`src/rtl/gclb_pkg.sv`:
```
// gclb_pkg: command, status and register codes, fixed field widths and reset
// values for the grid cell list binner. No dependencies.
`default_nettype none

package gclb_pkg;

    localparam int CMD_W   = 2;
    localparam int STAT_W  = 2;
    localparam int SIDE_W  = 5;
    localparam int SIZE_W  = 24;
    localparam int REG_W   = 2;

    localparam logic [CMD_W-1:0] CMD_ADD   = 2'd0;
    localparam logic [CMD_W-1:0] CMD_MOVE  = 2'd1;
    localparam logic [CMD_W-1:0] CMD_QUERY = 2'd2;
    localparam logic [CMD_W-1:0] CMD_NONE  = 2'd3;

    localparam logic [STAT_W-1:0] ST_OK   = 2'd0;
    localparam logic [STAT_W-1:0] ST_FULL = 2'd1;
    localparam logic [STAT_W-1:0] ST_OFF  = 2'd2;
    localparam logic [STAT_W-1:0] ST_BAD  = 2'd3;

    localparam logic [REG_W-1:0] REG_ACROSS = 2'd0;
    localparam logic [REG_W-1:0] REG_DOWN   = 2'd1;
    localparam logic [REG_W-1:0] REG_WIDTH  = 2'd2;
    localparam logic [REG_W-1:0] REG_HEIGHT = 2'd3;

    localparam logic [SIDE_W-1:0] RST_SIDE = 5'd16;
    localparam logic [SIZE_W-1:0] RST_SIZE = 24'd12800;

endpackage

`default_nettype wire

```
`src/rtl/grid_cell_list_binner.sv`:
```
// grid_cell_list_binner: bins points into a grid with per-cell linked lists
// depends on gclb_pkg
//
// channel   | signals                                    | handshake
// request   | i_command i_pos_x i_pos_y i_point_index    | i_start & !o_busy
// result    | o_status o_found o_point_out o_cell_out    | o_valid strobe, o_last
// config    | i_cfg_index i_cfg_data                     | i_cfg_valid & o_cfg_ready
//
// the position is located by one shared compare/subtract unit, x then y; add
// then reads the cell head and links in, move first unlinks, a query walks the
// cells and their points; each link memory has one read and one write port
// reset and every config write start a clearing pass over the cell head
// memory, during which o_busy is high
// results cannot be stalled; a new request is taken only once o_busy falls
`default_nettype none

module grid_cell_list_binner #(
    parameter int MAX_POINTS = 64,
    parameter int MAX_SIDE   = 16,
    parameter int POS_BITS   = 24
) (
    input  wire logic                              i_clk,
    input  wire logic                              i_rst_n,
    input  wire logic                              i_start,
    output logic                                   o_busy,
    input  wire logic [gclb_pkg::CMD_W-1:0]        i_command,
    input  wire logic [POS_BITS-1:0]               i_pos_x,
    input  wire logic [POS_BITS-1:0]               i_pos_y,
    input  wire logic [$clog2(MAX_POINTS)-1:0]     i_point_index,
    output logic                                   o_valid,
    output logic [gclb_pkg::STAT_W-1:0]            o_status,
    output logic                                   o_found,
    output logic [$clog2(MAX_POINTS)-1:0]          o_point_out,
    output logic [2*((MAX_SIDE > 1) ? $clog2(MAX_SIDE) : 1)-1:0] o_cell_out,
    output logic                                   o_last,
    input  wire logic                              i_cfg_valid,
    output logic                                   o_cfg_ready,
    input  wire logic [gclb_pkg::REG_W-1:0]        i_cfg_index,
    input  wire logic [gclb_pkg::SIZE_W-1:0]       i_cfg_data
);

    localparam int IW        = $clog2(MAX_POINTS);
    localparam int LW        = $clog2(MAX_POINTS + 1);
    localparam int SW        = (MAX_SIDE > 1) ? $clog2(MAX_SIDE) : 1;
    localparam int NW        = SW + 1;
    localparam int CW        = 2 * SW;
    localparam int QW        = SW + 2;
    localparam int NUM_CELLS = MAX_SIDE * MAX_SIDE;
    localparam int DW        = (POS_BITS > gclb_pkg::SIZE_W) ? POS_BITS : gclb_pkg::SIZE_W;
    localparam logic [LW-1:0] NIL = LW'(MAX_POINTS);

    typedef enum logic [3:0] {
        S_CLEAR, S_IDLE, S_DIVX, S_DIVY, S_DECIDE, S_MV_RD, S_MV_CHK,
        S_HEAD_RD, S_LINK1, S_LINK2, S_Q_CELL, S_Q_NODE, S_Q_END
    } t_state;

    // config registers
    logic [gclb_pkg::SIDE_W-1:0] r_across, r_down;
    logic [gclb_pkg::SIZE_W-1:0] r_cw, r_ch;

    t_state r_state, n_state;
    logic [gclb_pkg::CMD_W-1:0] r_cmd, n_cmd;
    logic [POS_BITS-1:0] r_py, n_py;
    logic [IW-1:0] r_idx, n_idx;
    logic [LW-1:0] r_count, n_count;
    logic [DW-1:0] r_rem, n_rem;
    logic [QW-1:0] r_q, n_q;
    logic [SW-1:0] r_col, n_col, r_row, n_row;
    logic r_off, n_off;
    logic [CW-1:0] r_cell, n_cell;
    logic [LW-1:0] r_h, n_h;
    logic r_from_head, n_from_head;
    logic [1:0] r_dw, n_dw, r_dh, n_dh;
    logic [CW-1:0] r_qc, n_qc;
    logic r_pend_v, n_pend_v;
    logic [IW-1:0] r_pend_pt, n_pend_pt;
    logic [CW-1:0] r_pend_cell, n_pend_cell;
    logic [CW-1:0] r_clr, n_clr;

    logic n_o_valid, n_o_found, n_o_last;
    logic [gclb_pkg::STAT_W-1:0] n_o_status;
    logic [IW-1:0] n_o_point;
    logic [CW-1:0] n_o_cell;

    // memories
    logic [LW-1:0] m_head [NUM_CELLS];
    logic [LW-1:0] m_next [MAX_POINTS];
    logic [LW-1:0] m_prev [MAX_POINTS];
    logic [CW-1:0] m_pcell [MAX_POINTS];
    logic [LW-1:0] r_head_rd, r_next_rd, r_prev_rd;
    logic [CW-1:0] r_pcell_rd;

    logic hw_en, nw_en, pw_en, cw_en;
    logic [CW-1:0] hw_addr, hr_addr;
    logic [LW-1:0] hw_data, nw_data, pw_data;
    logic [IW-1:0] nw_addr, pw_addr, nr_addr;

    logic cfg_we;
    logic [6:0] cols_w, rows_w;
    logic [NW-1:0] cols, rows, lim;
    logic [DW-1:0] div_x, div_y, div_sel;
    logic step_go, q_over;
    logic [QW-1:0] q_clamp;
    logic [CW:0] cell_prod, q_prod;
    logic [CW-1:0] cell_now, qcell;
    logic [QW-1:0] wp, hp;
    logic [SW-1:0] wm1, hm1;
    logic q_valid, q_lastcell;
    logic [LW-1:0] node;

    assign o_cfg_ready = 1'b1;
    assign cfg_we      = i_cfg_valid && o_cfg_ready;
    assign o_busy      = (r_state != S_IDLE);

    // clamp grid sides to 1..MAX_SIDE
    always_comb begin
        if (r_across == '0) begin
            cols_w = 7'd1;
        end else if ({2'b00, r_across} > 7'(MAX_SIDE)) begin
            cols_w = 7'(MAX_SIDE);
        end else begin
            cols_w = {2'b00, r_across};
        end
        if (r_down == '0) begin
            rows_w = 7'd1;
        end else if ({2'b00, r_down} > 7'(MAX_SIDE)) begin
            rows_w = 7'(MAX_SIDE);
        end else begin
            rows_w = {2'b00, r_down};
        end
    end
    assign cols = cols_w[NW-1:0];
    assign rows = rows_w[NW-1:0];

    // shared compare/subtract unit for the floor division
    assign div_x   = (r_cw == '0) ? DW'(1) : DW'(r_cw);
    assign div_y   = (r_ch == '0) ? DW'(1) : DW'(r_ch);
    assign div_sel = (r_state == S_DIVY) ? div_y : div_x;
    assign lim     = (r_state == S_DIVY) ? rows : cols;
    assign step_go = (r_rem >= div_sel) && (r_q <= QW'(lim));
    assign q_over  = r_q > QW'(lim);
    assign q_clamp = (r_q == QW'(lim)) ? (r_q - QW'(1)) : r_q;

    assign cell_prod = (CW+1)'(r_row) * (CW+1)'(cols);
    assign cell_now  = cell_prod[CW-1:0] + CW'(r_col);

    // neighborhood cell walk
    assign wp = QW'(r_col) + QW'(r_dw);
    assign hp = QW'(r_row) + QW'(r_dh);
    assign q_valid = (wp != '0) && (wp <= QW'(cols)) && (hp != '0) && (hp <= QW'(rows));
    assign wm1 = SW'(wp - QW'(1));
    assign hm1 = SW'(hp - QW'(1));
    assign q_prod = (CW+1)'(hm1) * (CW+1)'(cols);
    assign qcell  = q_prod[CW-1:0] + CW'(wm1);
    assign q_lastcell = (r_dw == 2'd2) && (r_dh == 2'd2);
    assign node = r_from_head ? r_head_rd : r_next_rd;

    assign hr_addr = (r_state == S_Q_CELL) ? qcell : r_cell;
    assign nr_addr = (r_state == S_Q_NODE) ? node[IW-1:0] : r_idx;

    always_comb begin
        n_state = r_state;   n_cmd = r_cmd;       n_py = r_py;       n_idx = r_idx;
        n_count = r_count;   n_rem = r_rem;       n_q = r_q;         n_col = r_col;
        n_row = r_row;       n_off = r_off;       n_cell = r_cell;   n_h = r_h;
        n_from_head = r_from_head;                n_dw = r_dw;       n_dh = r_dh;
        n_qc = r_qc;         n_pend_v = r_pend_v; n_pend_pt = r_pend_pt;
        n_pend_cell = r_pend_cell;                n_clr = r_clr;
        n_o_valid = 1'b0;    n_o_status = gclb_pkg::ST_OK;
        n_o_found = 1'b0;    n_o_point = '0;      n_o_cell = '0;     n_o_last = 1'b0;
        hw_en = 1'b0; hw_addr = r_cell; hw_data = NIL;
        nw_en = 1'b0; nw_addr = r_idx;  nw_data = NIL;
        pw_en = 1'b0; pw_addr = r_idx;  pw_data = NIL;
        cw_en = 1'b0;

        unique case (r_state)
            S_CLEAR: begin
                hw_en   = 1'b1;
                hw_addr = r_clr;
                hw_data = NIL;
                n_clr   = r_clr + CW'(1);
                if (r_clr == CW'(NUM_CELLS - 1)) begin
                    n_state = S_IDLE;
                end
            end
            S_IDLE: begin
                if (i_start) begin
                    n_cmd   = i_command;
                    n_py    = i_pos_y;
                    n_idx   = i_point_index;
                    n_rem   = DW'(i_pos_x);
                    n_q     = '0;
                    n_state = S_DIVX;
                end
            end
            S_DIVX: begin
                if (step_go) begin
                    n_rem = r_rem - div_sel;
                    n_q   = r_q + QW'(1);
                end else begin
                    n_off   = q_over;
                    n_col   = q_clamp[SW-1:0];
                    n_rem   = DW'(r_py);
                    n_q     = '0;
                    n_state = S_DIVY;
                end
            end
            S_DIVY: begin
                if (step_go) begin
                    n_rem = r_rem - div_sel;
                    n_q   = r_q + QW'(1);
                end else begin
                    n_off   = r_off || q_over;
                    n_row   = q_clamp[SW-1:0];
                    n_state = S_DECIDE;
                end
            end
            S_DECIDE: begin
                n_cell = cell_now;
                case (r_cmd)
                    gclb_pkg::CMD_ADD: begin
                        if (r_count == NIL) begin
                            n_o_valid = 1'b1; n_o_status = gclb_pkg::ST_FULL;
                            n_o_last = 1'b1;  n_state = S_IDLE;
                        end else if (r_off) begin
                            n_o_valid = 1'b1; n_o_status = gclb_pkg::ST_OFF;
                            n_o_last = 1'b1;  n_state = S_IDLE;
                        end else begin
                            n_idx   = r_count[IW-1:0];
                            n_state = S_HEAD_RD;
                        end
                    end
                    gclb_pkg::CMD_MOVE: begin
                        if (LW'(r_idx) >= r_count) begin
                            n_o_valid = 1'b1; n_o_status = gclb_pkg::ST_BAD;
                            n_o_last = 1'b1;  n_state = S_IDLE;
                        end else if (r_off) begin
                            n_o_valid = 1'b1; n_o_status = gclb_pkg::ST_OFF;
                            n_o_last = 1'b1;  n_state = S_IDLE;
                        end else begin
                            n_state = S_MV_RD;
                        end
                    end
                    gclb_pkg::CMD_QUERY: begin
                        if (r_off) begin
                            n_o_valid = 1'b1; n_o_status = gclb_pkg::ST_OFF;
                            n_o_last = 1'b1;  n_state = S_IDLE;
                        end else begin
                            n_dw = 2'd0; n_dh = 2'd0; n_pend_v = 1'b0;
                            n_state = S_Q_CELL;
                        end
                    end
                    default: begin
                        n_o_valid = 1'b1; n_o_last = 1'b1; n_state = S_IDLE;
                    end
                endcase
            end
            S_MV_RD: begin
                n_state = S_MV_CHK;
            end
            S_MV_CHK: begin
                if (r_pcell_rd == r_cell) begin
                    n_o_valid = 1'b1; n_o_found = 1'b1; n_o_point = r_idx;
                    n_o_cell = r_cell; n_o_last = 1'b1; n_state = S_IDLE;
                end else begin
                    // unlink from the old cell
                    if (r_prev_rd < NIL) begin
                        nw_en   = 1'b1;
                        nw_addr = r_prev_rd[IW-1:0];
                        nw_data = r_next_rd;
                    end else if ((CW+1)'(r_pcell_rd) < (CW+1)'(NUM_CELLS)) begin
                        hw_en   = 1'b1;
                        hw_addr = r_pcell_rd;
                        hw_data = r_next_rd;
                    end
                    if (r_next_rd < NIL) begin
                        pw_en   = 1'b1;
                        pw_addr = r_next_rd[IW-1:0];
                        pw_data = r_prev_rd;
                    end
                    n_state = S_HEAD_RD;
                end
            end
            S_HEAD_RD: begin
                n_state = S_LINK1;
            end
            S_LINK1: begin
                n_h = r_head_rd;
                nw_en = 1'b1; nw_addr = r_idx; nw_data = r_head_rd;
                pw_en = 1'b1; pw_addr = r_idx; pw_data = NIL;
                cw_en = 1'b1;
                hw_en = 1'b1; hw_addr = r_cell; hw_data = LW'(r_idx);
                if (r_cmd == gclb_pkg::CMD_ADD) begin
                    n_count = r_count + LW'(1);
                end
                n_state = S_LINK2;
            end
            S_LINK2: begin
                if (r_h != NIL) begin
                    pw_en = 1'b1; pw_addr = r_h[IW-1:0]; pw_data = LW'(r_idx);
                end
                n_o_valid = 1'b1; n_o_found = 1'b1; n_o_point = r_idx;
                n_o_cell = r_cell; n_o_last = 1'b1; n_state = S_IDLE;
            end
            S_Q_CELL: begin
                if (q_valid) begin
                    n_qc        = qcell;
                    n_from_head = 1'b1;
                    n_state     = S_Q_NODE;
                end else if (q_lastcell) begin
                    n_state = S_Q_END;
                end else if (r_dh == 2'd2) begin
                    n_dh = 2'd0; n_dw = r_dw + 2'd1;
                end else begin
                    n_dh = r_dh + 2'd1;
                end
            end
            S_Q_NODE: begin
                if (node < NIL) begin
                    if (r_pend_v) begin
                        n_o_valid = 1'b1; n_o_found = 1'b1;
                        n_o_point = r_pend_pt; n_o_cell = r_pend_cell;
                    end
                    n_pend_v    = 1'b1;
                    n_pend_pt   = node[IW-1:0];
                    n_pend_cell = r_qc;
                    n_from_head = 1'b0;
                end else if (q_lastcell) begin
                    n_state = S_Q_END;
                end else begin
                    if (r_dh == 2'd2) begin
                        n_dh = 2'd0; n_dw = r_dw + 2'd1;
                    end else begin
                        n_dh = r_dh + 2'd1;
                    end
                    n_state = S_Q_CELL;
                end
            end
            S_Q_END: begin
                n_o_valid = 1'b1;
                n_o_last  = 1'b1;
                if (r_pend_v) begin
                    n_o_found = 1'b1; n_o_point = r_pend_pt; n_o_cell = r_pend_cell;
                end
                n_state = S_IDLE;
            end
            default: begin
                n_state = S_IDLE;
            end
        endcase

        // a config write clears the table
        if (cfg_we) begin
            n_state = S_CLEAR;
            n_clr   = '0;
            n_count = '0;
        end
    end

    always_ff @(posedge i_clk) begin
        if (!i_rst_n) begin
            r_state  <= S_CLEAR;
            r_clr    <= '0;
            r_count  <= '0;
            r_across <= gclb_pkg::RST_SIDE;
            r_down   <= gclb_pkg::RST_SIDE;
            r_cw     <= gclb_pkg::RST_SIZE;
            r_ch     <= gclb_pkg::RST_SIZE;
            r_pend_v <= 1'b0;
            o_valid  <= 1'b0;
        end else begin
            r_state  <= n_state;
            r_clr    <= n_clr;
            r_count  <= n_count;
            r_pend_v <= n_pend_v;
            o_valid  <= n_o_valid;
            if (cfg_we) begin
                unique case (i_cfg_index)
                    gclb_pkg::REG_ACROSS: r_across <= i_cfg_data[gclb_pkg::SIDE_W-1:0];
                    gclb_pkg::REG_DOWN:   r_down   <= i_cfg_data[gclb_pkg::SIDE_W-1:0];
                    gclb_pkg::REG_WIDTH:  r_cw     <= i_cfg_data;
                    gclb_pkg::REG_HEIGHT: r_ch     <= i_cfg_data;
                    default: ;
                endcase
            end
        end
        r_cmd       <= n_cmd;
        r_py        <= n_py;
        r_idx       <= n_idx;
        r_rem       <= n_rem;
        r_q         <= n_q;
        r_col       <= n_col;
        r_row       <= n_row;
        r_off       <= n_off;
        r_cell      <= n_cell;
        r_h         <= n_h;
        r_from_head <= n_from_head;
        r_dw        <= n_dw;
        r_dh        <= n_dh;
        r_qc        <= n_qc;
        r_pend_pt   <= n_pend_pt;
        r_pend_cell <= n_pend_cell;
        o_status    <= n_o_status;
        o_found     <= n_o_found;
        o_point_out <= n_o_point;
        o_cell_out  <= n_o_cell;
        o_last      <= n_o_last;
    end

    always_ff @(posedge i_clk) begin
        if (hw_en) begin
            m_head[hw_addr] <= hw_data;
        end
        r_head_rd <= m_head[hr_addr];
    end

    always_ff @(posedge i_clk) begin
        if (nw_en) begin
            m_next[nw_addr] <= nw_data;
        end
        r_next_rd <= m_next[nr_addr];
    end

    always_ff @(posedge i_clk) begin
        if (pw_en) begin
            m_prev[pw_addr] <= pw_data;
        end
        r_prev_rd <= m_prev[r_idx];
    end

    always_ff @(posedge i_clk) begin
        if (cw_en) begin
            m_pcell[r_idx] <= r_cell;
        end
        r_pcell_rd <= m_pcell[r_idx];
    end

endmodule

`default_nettype wire

```
`config.mk`:
```
export PLATFORM = sky130hd
export DESIGN_NAME = grid_cell_list_binner
export DESIGN_NICKNAME = d
export VERILOG_FILES = /design/src/rtl/gclb_pkg.sv /design/src/rtl/grid_cell_list_binner.sv
export SDC_FILE = /design/constraint.sdc
export NUM_CORES = 2
export LEC_CHECK = 0
export BUFFER_PORTS_ARGS = -buffer_cell sky130_fd_sc_hd__buf_2
export CORE_ASPECT_RATIO = 1.2
export CORE_MARGIN = 2
export CORE_UTILIZATION = 50
export CTS_BUF_LIST = sky130_fd_sc_hd__clkbuf_16
export DETAILED_ROUTE_END_ITERATION = 16
export PLACE_DENSITY_LB_ADDON = 0.2
export SLEW_MARGIN = 5
export SYNTH_ARGS = -nofsm -noshare
export SYNTH_HDL_FRONTEND = slang
export SYNTH_SLANG_ARGS = --single-unit
```
`constraint.sdc`:
```
create_clock -name i_clk -period 19 [get_ports i_clk]
set_input_delay 1.9 -clock i_clk [delete_from_list [all_inputs] [get_ports i_clk]]
set_output_delay 1.9 -clock i_clk [all_outputs]
set_load 0.02 [all_outputs]
```
## Word-level counts from Yosys, hierarchy flattened

Memory sizes are Yosys's and may differ from the RTL's. A register that Yosys moved wholly into a read port is not among the register bits.
Cells that the tools add are included.

| word-level totals | value |
|---|---|
| flip-flop bits (word level) | 210 |
| bits in latches | 0 |
| RAM bits | 3200 |
| bits in read-only memories | 0 |
| input bits | 86 |
| output and inout port bits | 21 |
| word-level logic and storage cells | 266 |
| memories | 4 |

| operators by class | value |
|---|---|
| $add $sub $neg | 13 |
| multiply operators | 2 |
| divide/modulo/power cells | 0 |
| order comparisons | 11 |
| eq/ne operators | 39 |
| shift operators | 0 |
| muxes and demuxes | 124 |
| bitwise logic cells | 2 |
| reduce and logical (&&, ||, !) cells | 41 |

Memory list:

| name | depth | bits a word | rd ports | clocked after Yosys merged registers in | wr ports | line | source |
|---|---|---|---|---|---|---|---|
| m_head | 256 | 7 | 1 | 1 | 1 | grid_cell_list_binner.sv:86 | `logic [LW-1:0] m_head [NUM_CELLS];` |
| m_pcell | 64 | 8 | 1 | 1 | 1 | grid_cell_list_binner.sv:89 | `logic [CW-1:0] m_pcell [MAX_POINTS];` |
| m_next | 64 | 7 | 1 | 1 | 1 | grid_cell_list_binner.sv:87 | `logic [LW-1:0] m_next [MAX_POINTS];` |
| m_prev | 64 | 7 | 1 | 1 | 1 | grid_cell_list_binner.sv:88 | `logic [LW-1:0] m_prev [MAX_POINTS];` |

Operator list:

| cell | count |
|---|---|
| two-way mux 24 bit | 6 |
| two-way mux 6 bit | 17 |
| one-hot mux 24 bit (3 select lines) | 1 |
| two-way mux 7 bit | 8 |
| logical NOT 24 bit | 2 |
| two-way mux 8 bit | 6 |
| one-hot mux 4 bit (11 select lines) | 1 |
| one-hot mux 7 bit (2 select lines) | 3 |
| two-way mux 4 bit | 9 |
| one-hot mux 8 bit (4 select lines) | 1 |
| two-way mux 1 bit | 29 |
| two-way mux 2 bit | 13 |
| two-way mux 5 bit | 5 |
| greater-or-equal comparator 24 bit | 1 |
| != test 2 bit (second input constant) | 12 |
| one-hot mux 6 bit (2 select lines) | 2 |
| one-hot mux 6 bit (4 select lines) | 1 |
| subtractor 24 bit | 1 |
| < comparator 7 bit (second input constant) | 3 |
| equality test 4 bit (second input constant) | 5 |
| AND reduction 2 bit | 10 |
| two-way mux 3 bit | 6 |
| one-hot mux 2 bit (3 select lines) | 3 |
| one-hot mux 6 bit (3 select lines) | 1 |
| other kinds (45) | 86 |

## Longest topological paths before layout

| depth | value |
|---|---|
| word-level depth | 9 |
| gate-level depth with buffers | 25 |
| mapped depth without buffers | 22 |

## Least setup slack after synthesis

Ideal clock, no wire load.

| path | value |
|---|---|
| path kind | register to register |
| start | reg r_state[2] |
| end | mem m_head[0][6] (netlist name), data pin |
| library setup time | 2.187 ns |
| arrival time | 11.133 ns |
| required time | 16.813 ns |
| setup slack | 5.680 ns |
| stages on the path, launching flop included | 6 |
| buffers on the path | 3 |
| period minus slack after synthesis | 13.320 ns |
| path through | dfxtp_1 > clkbuf_1 > nor4b_1 > clkbuf_1 > clkbuf_1 > o21ai_0 |

| on the way | value |
|---|---|
| word-level cells in the longest chain between the ends | 2 |
| elaborated cells on any way between the ends | 3 |
| classes of those cells | eq/ne (2); mux (1) |

RTL lines:

| item | line | source |
|---|---|---|
| from (decl) | grid_cell_list_binner.sv:61 | `t_state r_state, n_state;` |
| from (signal assigned) | grid_cell_list_binner.sv:371 | `r_state <= n_state;` |
| equality test 4 bit or equality test 4 x 3 -> 1 bit (tied branches) | grid_cell_list_binner.sv:175 | `unique case (r_state)` |
| one-hot mux 7 bit (2 select lines) * | grid_cell_list_binner.sv:175 |  |
| named net hw_data[6] | grid_cell_list_binner.sv:95 | `logic [LW-1:0] hw_data, nw_data, pw_data;` |
| to (decl) | grid_cell_list_binner.sv:86 |  |

Mark *: on every way through the listed nets, which the timed path passes. The rest lies on a longest branch.

## Worst setup path after layout

| path | value |
|---|---|
| start | reg r_dh[0] |
| end | reg r_head_rd[2], read port of m_head |

| on the way | value |
|---|---|
| word-level cells in the longest chain between the ends | 5 |

RTL lines:

| item | line | source |
|---|---|---|
| from (decl) | grid_cell_list_binner.sv:73 | `logic [1:0] r_dw, n_dw, r_dh, n_dh;` |
| from (signal assigned) | grid_cell_list_binner.sv:398 | `r_dh <= n_dh;` |
| adder 4 x 2 -> 5 bit | grid_cell_list_binner.sv:149 | `assign hp = QW'(r_row) + QW'(r_dh);` |
| subtractor 4 x 1 -> 4 bit | grid_cell_list_binner.sv:152 | `assign hm1 = SW'(hp - QW'(1));` |
| multiplier 4 x 5 -> 8 bit | grid_cell_list_binner.sv:153 | `assign q_prod = (CW+1)'(hm1) * (CW+1)'(cols);` |
| adder 8 x 4 -> 8 bit | grid_cell_list_binner.sv:154 | `assign qcell = q_prod[CW-1:0] + CW'(wm1);` |
| two-way mux 8 bit | grid_cell_list_binner.sv:158 | `assign hr_addr = (r_state == S_Q_CELL) ? qcell : r_cell;` |
| to (decl) | grid_cell_list_binner.sv:90 | `logic [LW-1:0] r_head_rd, r_next_rd, r_prev_rd;` |

No other way between the ends.
A chain may end at the register's enable or synchronous reset.

==> implementation parameters <==
Parameter                              Value

Die
  Initial standard-cell utilization of the core    50.1%
  Die area    about 280,000 um^2
  Area of the core    between 200,000 and 300,000 um^2
  Floorplan row count    210
  Die boundary width    481 um
  Chip Height    just under 600 um
  Total I/O pin count    107

Layout
  Area of the multi-input gates    32,200 um^2
  Filler cells    around 21,000
  Sequential cell area    about 100,000 um^2
  P&R area growth vs syn    11.0%
  Fraction of layout instances using a drive strength above 1    about an eighth
  Post-route core utilization    55.6%
  Design Area, Final    151,000 um^2
  Nets    8,809

Routing
  Remaining number of nets flagged by the antenna check after routing    0
  Top metal layer carrying routed signals    met5
  DRC violations left    0
  Starting DRC count in detailed routing    between 9,000 and 10,000
  Met2 wirelength from detailed routing    183,000 um
  Vias per cell    roughly 6.3
  Overall routed net length    approximately 380,000 um
  First-pass DRT Iterations    7
  Detailed-route via count    78,800
  Total routed wire length on the met1 layer    approximately 140,000 um
  WL per Instance    30.2 um
  Met3 routed WL    32,700 um

Pwr
  Fraction of power consumed by sequential logic    55.7%
  Static Leakage    49.4 nW
  Worst VDD drop    0.117 mV
  Fraction of power spent switching nets    19.6%
  Cell Pwr Density    97.3 nW/um^2
  Clock network fraction of total power    roughly 44%
  Combinational fraction of design power    less than 1%
  Net switching component of the power    between 0.002 and 0.003 W
  Internal cell power    0.0118 W

Synthesis
  Number of enable-type register cells in the synthesized netlist    around 3,300
  Register bit total from synthesis    3,439
  Synth Area per Inst    16.0 um^2
  Count of mapped cells out of synthesis    8,540
  Syn nets    8,737
  Yosys warnings    0
  Yosys top cell area share    73.0%
  Most frequent cell after synthesis    sky130_fd_sc_hd__edfxtp_1
  Most used standard cells in the synthesized netlist    sky130_fd_sc_hd__edfxtp_1, sky130_fd_sc_hd__nand2_1, sky130_fd_sc_hd__nor2_1
  Commonest register cell after synthesis    sky130_fd_sc_hd__edfxtp_1
  Post-synthesis sequential area ratio    74.8%
  Largest cells by area after synthesis    sky130_fd_sc_hd__edfxtp_1, sky130_fd_sc_hd__mux4_2, sky130_fd_sc_hd__nand2_1
  Largest area contributor in the synthesized netlist    sky130_fd_sc_hd__edfxtp_1
  Share of flip-flops with an asynchronous set or reset after synthesis    0%
  Number of unique standard cell types used by synthesis    79
  Cell area after synthesis    136,000 um^2

Setup path
  Required arrival time at the worst endpoint    just under 20 ns
  Type of the setup path with the least slack    reg -> reg
  Startpoint types    flop
  Cell seen most often among critical-path stages    sky130_fd_sc_hd__fa_1
  Cell breakdown of the critical path    ha_1 -> inv_1 -> fa_1 -> xor2_1 -> nand2_1 -> xor2_1 -> nand2b_1 -> fa_1 -> fa_1 -> inv_1 -> fa_1 -> ha_1 -> a21oi_1 -> a21oi_1 -> o31a_2 -> buf_4 -> nand2_1 -> o22ai_1 -> nor4_1 -> a31oi_1 -> o21a_1 -> o221ai_1
  Crit-path max FO    34
  Data arrival time of the critical path    ~9.1 ns
  Slowest stage cell on the critical path    sky130_fd_sc_hd__o31a_2
  Delay of the slowest critical-path stage    approximately 0.98 ns
  Kind of end point of the critical path    flop

STA
  Achievable Freq    121 MHz
  Setup violations, final    0
  Actual slew at the worst max-slew pin    1.28 ns
  Maximum clock skew at final layout    0.0795 ns
  Slew margin rel.    14.4%
  Post-route setup TNS    0 ns
  Final worst path period need    8.29 ns
  Unrepaired setup endpoints after global routing    false
  Final Hold Vio Count    0
  Number of pins exceeding their max-slew limit in the final report    0
  Period Utilization, post-route    between 40% and 50%

Clock network
  Hold-fix buffers at CTS    0
  Setup Buffers After CTS    0
  Clock network latency to the later pin of the worst-skew pair    just over 0.9 ns
  Cell chosen for the clock root    sky130_fd_sc_hd__clkbuf_16
  # clock sinks    3,439
  TritonCTS buffer count    roughly 340
  CTS tree    done
  Deepest level of the CTS H-tree    5
  Clock transition at the registers of the reported paths    approximately 0.060 ns
  Maximum clock insertion buffer count    4
  Number of cells upsized or downsized after cts    0

Global routing
  Maximum number of pins on one net before global-route repair    213
  Grt ovf    0
  Number of antenna violations at the first check in global routing    11
  Wire length of the first global-routing pass    ~540,000 um
  Total track usage    a little over a quarter
  Vias in the first global route    77,500

Placed design
  Number of input and output port buffers inserted    105
  Gp weighted congestion    0.897
  DP Wirelength    224,000 um
  Post-placement cell area    141,000 um^2

Status
  Result of the run    finished, final reports clean

Worst hold path
  HP Class    reg -> reg

Job
  Count of max-cap constraint violations    0
[routing by layer]
metal / vias up / GRT usage, %
li1: 33700 / -
met1: 40200 / 34.6
met2: 3921 / 43.6
met3: 896 / 5.46
met4: 8 / 12.0
met5: - / 0
[layout by cell type (no fill, tap or decap), types with 126 or more instances in the layout]
master                      count
sky130_fd_sc_hd__mux2i_1      273
sky130_fd_sc_hd__dfxtp_1      126
sky130_fd_sc_hd__edfxtp_1    3313
sky130_fd_sc_hd__a22oi_1      483
sky130_fd_sc_hd__mux4_2       267
sky130_fd_sc_hd__a32oi_1      137
sky130_fd_sc_hd__nand3_1      237
sky130_fd_sc_hd__clkbuf_16    344
sky130_fd_sc_hd__buf_4        137
sky130_fd_sc_hd__nor2_1       564
sky130_fd_sc_hd__a21oi_1      270
sky130_fd_sc_hd__nand2_1     1046
sky130_fd_sc_hd__inv_1        146
[worst max-delay path: cells and delay by family (launching register included)]
kind | cells | cell delay [ns]
AO/OA/AOI/OAI | 7 | 2.92
XOR/XNOR | 2 | 0.66
adder cells (fa/ha/maj) | 6 | 2.35
buffers and inverters | 3 | 0.69
flip-flops | 1 | 0.44
AND/OR/NAND/NOR | 4 | 1.06
[flip-flops by register name, indices dropped and copies added (netlist names), 6 cells and up]
register,flops
r_next_rd,7
r_head_rd,7
r_h,7
r_cell,8
r_idx,6
r_py,24
r_q,6
m_next,448
m_head,1792
r_count,7
r_pend_pt,6
o_point_out,6
r_ch,24
m_pcell,512
r_cw,24
r_prev_rd,7
o_cell_out,8
m_prev,448
r_pend_cell,8
r_qc,8
r_pcell_rd,8
r_clr,8
r_rem,24
[kinds of logic after synthesis]
| family | count (synthesis) | synth area share [%] |
|---|---|---|
| AO/OA/AOI/OAI | 1525 | 8.02 |
| XOR/XNOR | 73 | 0.479 |
| adder cells (fa/ha/maj) | 111 | 1.12 |
| buffers and inverters | 599 | 1.89 |
| flip-flops | 3439 | 74.8 |
| multiplexers | 562 | 6.59 |
| other | 1 | 0.00275 |
| AND/OR/NAND/NOR | 2230 | 7.08 |
[final timing paths]
check / end / depth (start not counted) / from / slack, ns
setup / recovery: r_head_rd[2] / 22 / r_dh[0] / 10.71
hold reg to reg: r_pend_cell[4] / 0 / r_qc[4] / 0.42
setup reg to reg: r_head_rd[2] / 22 / r_dh[0] / 10.71
hold / removal: r_pend_cell[4] / 0 / r_qc[4] / 0.42
[per-stage QoR]
step | hold WS [ns] | instances | total power (W) | setup slack, ns
3_3_place_gp | 0.405 | 11900 | 0.00843 | 11.07
2_1_floorplan | 0.400 | 8540 | 0.00840 | 5.68
3_5_place_dp | 0.405 | 11900 | 0.00843 | 10.99
5_1_grt | 0.423 | 12500 | 0.0151 | 10.54
4_1_cts | 0.421 | 12500 | 0.0148 | 10.94
6_report | 0.422 | 12500 | 0.0147 | 10.71
[power groups by stage]
stage	combinational, W	clock [W]	sequential (W)
after global placement	0.0000755	0	0.00835
after detailed placement	0.0000767	0	0.00835
after global routing	0.0000841	0.00678	0.00819
after CTS	0.0000771	0.00651	0.00819
final	0.0000781	0.00645	0.00819
after floorplan	0.0000433	0	0.00835
[final cells by class]
class                           instances  area share, %
Sequential cell                      3439           67.4
Tap cell                             3604           2.98
Timing Repair Buffer                  255           1.19
Multi-Input combinational cell       4502           21.3
Inverter                               75          0.186
Antenna cell                            6        0.00992
Clock inverter                        252           1.24
Clock buffer                          344           5.69
No activity file was read; power rests on OpenSTA's default activity.
